$ cat src/hdl/tlca_pkg.sv
// Shared constants for the tree lowest-common-ancestor block.
package tlca_pkg;

  // Node identifiers and depths are 12 bits wide.
  localparam int ID_W = 12;

  // The root node, fixed at reset.
  localparam logic [ID_W-1:0] ROOT_ID = 12'd1;

  // Depths saturate at this value.
  localparam logic [ID_W-1:0] DEPTH_MAX = 12'hFFF;

  // Item function codes.
  localparam logic FUNC_ADD   = 1'b0;
  localparam logic FUNC_QUERY = 1'b1;

endpackage

$ cat src/hdl/tlca_slot.sv
// Two-stage unit that maps a node id onto its table row (id modulo MAX_NODES).
module tlca_slot #(
  parameter int MAX_NODES = 4096,
  localparam int AW = $clog2(MAX_NODES)
) (
  input  logic                      clk,
  input  logic [tlca_pkg::ID_W-1:0] id,
  output logic [AW-1:0]             slot
);

  // Reciprocal scaled by 2^24; the quotient estimate is low by at most one.
  localparam int RSH = 24;
  localparam logic [23:0] RECIP = 24'((64'd1 << RSH) / MAX_NODES);
  localparam logic [28:0] MODV  = 29'(MAX_NODES);

  logic [35:0]               prod1;
  logic [tlca_pkg::ID_W-1:0] q_r;
  logic [tlca_pkg::ID_W-1:0] id_d_r;
  logic [28:0]               prod2;
  logic [28:0]               rem;
  logic [28:0]               rem_fix;
  logic [AW-1:0]             slot_r;

  // First stage: quotient estimate.
  assign prod1 = 36'(id) * 36'(RECIP);

  always_ff @(posedge clk) begin
    q_r    <= prod1[35:24];
    id_d_r <= id;
  end

  // Second stage: remainder with a single correction step.
  assign prod2   = 29'(q_r) * MODV;
  assign rem     = 29'(id_d_r) - prod2;
  assign rem_fix = (rem >= MODV) ? (rem - MODV) : rem;

  always_ff @(posedge clk) begin
    slot_r <= rem_fix[AW-1:0];
  end

  assign slot = slot_r;

endmodule

$ cat config.mk
export PLATFORM = sky130hd
export DESIGN_NAME = tlca_slot
export DESIGN_NICKNAME = d
export VERILOG_FILES = /design/src/hdl/tlca_pkg.sv /design/src/hdl/tlca_slot.sv
export SDC_FILE = /design/constraint.sdc
export NUM_CORES = 1
export LEC_CHECK = 0
export ABC_AREA = 1
export ABC_CLOCK_PERIOD_IN_PS = 800
export CORE_AREA = 10 10 47 49
export DETAILED_ROUTE_END_ITERATION = 6
export DIE_AREA = 0 0 57 59
export DONT_BUFFER_PORTS = 1
export GPL_ROUTABILITY_DRIVEN = 0
export PLACE_DENSITY = 0.47
export SLEW_MARGIN = 20
export SYNTH_ARGS = -nofsm -noshare
export SYNTH_HDL_FRONTEND = slang
export SYNTH_SLANG_ARGS = --single-unit
$ cat constraint.sdc
create_clock -name clk -period 0.8 [get_ports clk]
set_clock_uncertainty 0.15 [all_clocks]
set_input_delay 0.04 -clock clk [delete_from_list [all_inputs] [get_ports clk]]
set_output_delay 0.04 -clock clk [all_outputs]
set_load 0.005 [all_outputs]
==> results.toml, run 1 <==
[clocking]
cts_tree = "built"
path_clk_slew_ns = 0.11
root_buffer = "clkbuf_4"
clock_latency_ns = 0.29
htree_num_levels = 1
numClockSinks = 24
cts_inserted_buffers = 3
clockBufferDepth = 2
cts_setup_buffers = 0

[synth]
syn_nets = 37
synthDistinctLibCells = 1
syn_area_per_cell_um2 = 20.0
ys_seq_area_share_pct = 100
yosysWarnings = 0
synth_top_area_share_pct = 100
synth_area_leaders = "dfxtp_1 100%"
yosys.area.top_type = "dfxtp_1"
synth_cells = 24
synth-seq-cells = 24
syn_area_um2 = 480

[pwr]
ir_drop_mv = 1.40
cellLeakagePower_uw = 0.000267
power_density_nw_per_um2 = 2720

[routing]
route.detailed.drc = 0
wl_per_cell_um = 12.6
drt_iter0_drc = 1
ant_nets = 0
drtPass1Iterations = 2
viasPerCell = 3.76
num_vias = 207
drt_wl_total_um = 692

[cells_and_area]
final_cell_mix = "12 x dlygate4sd3_1, 12 x dfxtp_1, 12 x dfxtp_2"
multi_input_area_um2 = 0
postLayoutCoreUtil_pct = 47.0
area_growth_pct = 37.0
multi_input_cells = 0
n_antenna_cell = 0
fill_cells = 129
drive_above_1_share_pct = 38.5
nets = 54

[timing]
hold_viol = 0
post-route-period-util_pct = 103
slew_headroom_pct = 92.9
worstMarginPinSlew_ns = 0.107
finalSetupViolations = 12
max_freq_ghz = 1.21
holdWs_ns = 0.136
worst_slack_ns = -0.0260
slew_violations = 0
rsz0062_at_grt = "yes"
tns_ns = -0.249
fin_crit_ns = 0.826

[floorplan]
dieArea_um2 = 3360
rows = 14
coreArea_um2 = 1400
die_x_um = 57
die_h_um = 59
start_util_pct = 34.3
io_pins = 25

[worst_setup_path]
worstPathRequired_ns = 0.61
worst_setup_path_start_kind = "register"
worst_setup_path_end_kind = "output pin"
path_max_fanout = 1
crit_arrival_ns = 0.64
r2r_cells = 0
crit_type = "register to output pin"
path_depth = 0

[grt]
grt_pass1_vias = 237
antenna_found_initial = 0
grt-ovfl-total = 0
grt_pass1_wl_um = 1050
grt_max_degree = 13
grt_use_total_pct = 4.22

[status]
violations = "negative setup slack"
outcome = "finished, violations left"

[run]
maxCapViolCount = 0

[placement]
port_buffers = 0
pre_cts_ws_ns = 0.254

[min_path]
worstHoldPathCells = 1
hp-class = "primary input to register"
-- metal layers --
layer,vias to the layer above,global-route usage (%),routed length [um]
li1,103,-,-
met1,91,3.15,198
met2,13,6.67,384
met3,0,3.43,109
met4,0,4.03,0
met5,-,0,0
-- where the power goes --
part / switching [uW] / internal (uW) / leakage (uW) / total (uW)
clock network: 284 / 175 / 0.0000138 / 459
registers: 22.6 / 1260 / 0.000203 / 1290
logic: 5.95 / 38.4 / 0.0000501 / 44.4
total: 313 / 1480 / 0.000267 / 1790
-- synth_stat cells --
master / number
dfxtp_1: 24
-- logic make-up after synthesis --
kind of cell  share of synthesized area, %
flops                                  100
-- registers in the layout, indices dropped and copies added (netlist names) --
register and cells:
slot 12, id_d_r 12
-- path summary, 6_finish.rpt --
kind	start	end	slack [ns]
worst max-delay path	slot[3]	slot[3]	-0.03
worst min-delay path	id[11]	id_d_r[11]	0.14
worst max register to register	id_d_r[9]	slot[9]	0.24
worst min register to register	id_d_r[1]	slot[1]	0.18
-- per-stage QoR --
step	cell area (um2)	total power, uW	cells
3_3_place_gp	500	1310	40
5_1_grt	658	1880	55
2_1_floorplan	480	1300	24
3_5_place_dp	500	1310	40
6_report	658	1790	55
4_1_cts	658	1830	55
-- cell type report --
cell class            count  area (um2)  share of cell area, %
clock buffer              3        22.5                   3.42
tap                      16        20.0                   3.04
sequential               24         495                   75.3
timing repair buffer     12         120                   18.3
-- what timing repair did --
action                     in CTS  in global routing
setup endpoints to repair      12                 12
hold buffers                   12                  0
gates resized for setup        12                  0
hold endpoints to repair       12                  0
Power figures use the tool's default switching activity.
==> run 2, diff against run 1 <==
--- a/config.mk
+++ b/config.mk
@@ -7,12 +7,14 @@
 export LEC_CHECK = 0
 export ABC_AREA = 1
 export ABC_CLOCK_PERIOD_IN_PS = 800
-export CORE_AREA = 10 10 47 49
+export CELL_PAD_IN_SITES_DETAIL_PLACEMENT = 0
+export CELL_PAD_IN_SITES_GLOBAL_PLACEMENT = 2
+export CORE_MARGIN = 10
+export CORE_UTILIZATION = 34
 export DETAILED_ROUTE_END_ITERATION = 6
-export DIE_AREA = 0 0 57 59
 export DONT_BUFFER_PORTS = 1
-export GPL_ROUTABILITY_DRIVEN = 0
-export PLACE_DENSITY = 0.47
+export PLACE_DENSITY = 0.63
+export REMOVE_ABC_BUFFERS = 1
 export SLEW_MARGIN = 20
 export SYNTH_ARGS = -nofsm -noshare
 export SYNTH_HDL_FRONTEND = slang
==> results.toml, run 2 (synthesis results as in run 1) <==
[routing]
drt_iter0_drc = 1
wl_met1_um = 236
met3_length_um = 91
routed.top_layer = "met3"
drtPass1Iterations = 2
drt_wl_total_um = 703
viasPerCell = 3.76
num_vias = 207
ant_nets = 0
route.detailed.drc = 0
wl_per_cell_um = 12.8
wl_met2_um = 375

[timing]
fin_crit_ns = 0.835
slew_headroom_pct = 92.4
worst_slack_ns = -0.0352
slew_violations = 0
holdWs_ns = 0.131
worstMarginPinSlew_ns = 0.114
max_freq_ghz = 1.20
hold_viol = 0
tns_ns = -0.318
finalSetupViolations = 12
rsz0062_at_grt = "yes"
post-route-period-util_pct = 104

[worst_setup_path]
crit_arrival_ns = 0.65
worst_setup_path_start_kind = "register"
crit_type = "register to output pin"
path_max_fanout = 1
regToRegSetupSlack_ns = 0.24
worstPathRequired_ns = 0.61
worst_setup_path_end_kind = "output pin"

[clocking]
path_clk_slew_ns = 0.11
clock_latency_ns = 0.29
numClockSinks = 24
cts_setup_buffers = 0
clockBufferDepth = 2
cts_tree = "built"
root_buffer = "clkbuf_4"
htree_num_levels = 1
cts_inserted_buffers = 3

[placement]
pre_cts_ws_ns = 0.255
gp_congestion = 0.597
port_buffers = 0

[grt]
grt_pass1_vias = 250
grt_use_total_pct = 4.58
grt_max_degree = 14
grt_pass1_wl_um = 1190
grt-ovfl-total = 0
antenna_found_initial = 0

[cells_and_area]
n_antenna_cell = 0
multi_input_cells = 0
fill_cells = 107
drive_above_1_share_pct = 40.0
area_growth_pct = 39.6
multi_input_area_um2 = 0
nets = 54
postLayoutCoreUtil_pct = 50.9
final_cell_mix = "12 x dlygate4sd3_1, 12 x dfxtp_1, 12 x dfxtp_2"

[pwr]
ir_drop_mv = 1.50
power_density_nw_per_um2 = 2850
finalPower_uw = 1910
cellLeakagePower_uw = 0.000274

[floorplan]
start_util_pct = 36.5
io_pins = 25
die_h_um = 57.6
coreArea_um2 = 1320
die_x_um = 57.6
rows = 13
dieArea_um2 = 3320

[run]
maxCapViolCount = 0

[status]
violations = "negative setup slack"
outcome = "finished, violations left"

[min_path]
hp-class = "primary input to register"
## run 2: cell types whose count changed in the layout (fill, tap and decap cells not counted), sizes merged
cell / before / now
clkbuf: 3 / 4
## run 2: path summary, 6_finish.rpt
check | start | to | cells after the start
worst min-delay path | id[0] | id_d_r[0] | 1
worst max-delay path | slot[7] | slot[7] | 0
worst min register to register | id_d_r[9] | slot[9] | 0
worst max register to register | id_d_r[0] | slot[0] | 0
## run 2: per-layer routing
metal | track usage (%) | up-vias
met2 | 7.21 | 13
met1 | 4.48 | 89
met5 | 0 | -
met3 | 3.32 | 0
met4 | 2.01 | 0
li1 | - | 105
## run 2: cell type report
class	count	area [um2]	share of cell area (%)
tap	15	18.8	2.80
sequential	24	495	73.9
timing repair buffer	12	120	17.9
clock buffer	4	36.3	5.41
## run 2: timing repair
item	4_1_cts	5_1_grt
resized for setup	12	0
hold buffers	12	0
setup endpoints to repair	12	12
endpoints found under the hold margin	12	0
## run 2: power by group
| part | leakage (uW) | total, uW | internal [uW] | switching [uW] |
|---|---|---|---|---|
| clock | 0.0000210 | 583 | 277 | 306 |
| combinational | 0.0000501 | 43.9 | 38.4 | 5.51 |
| sequential | 0.000203 | 1290 | 1260 | 22.9 |
## run 2: metrics by stage
stage                     area, um2  instances
final                           671         55
after global routing            671         55
after CTS                       671         55
after detailed placement        499         39
after global placement          499         39
after floorplan                 480         24
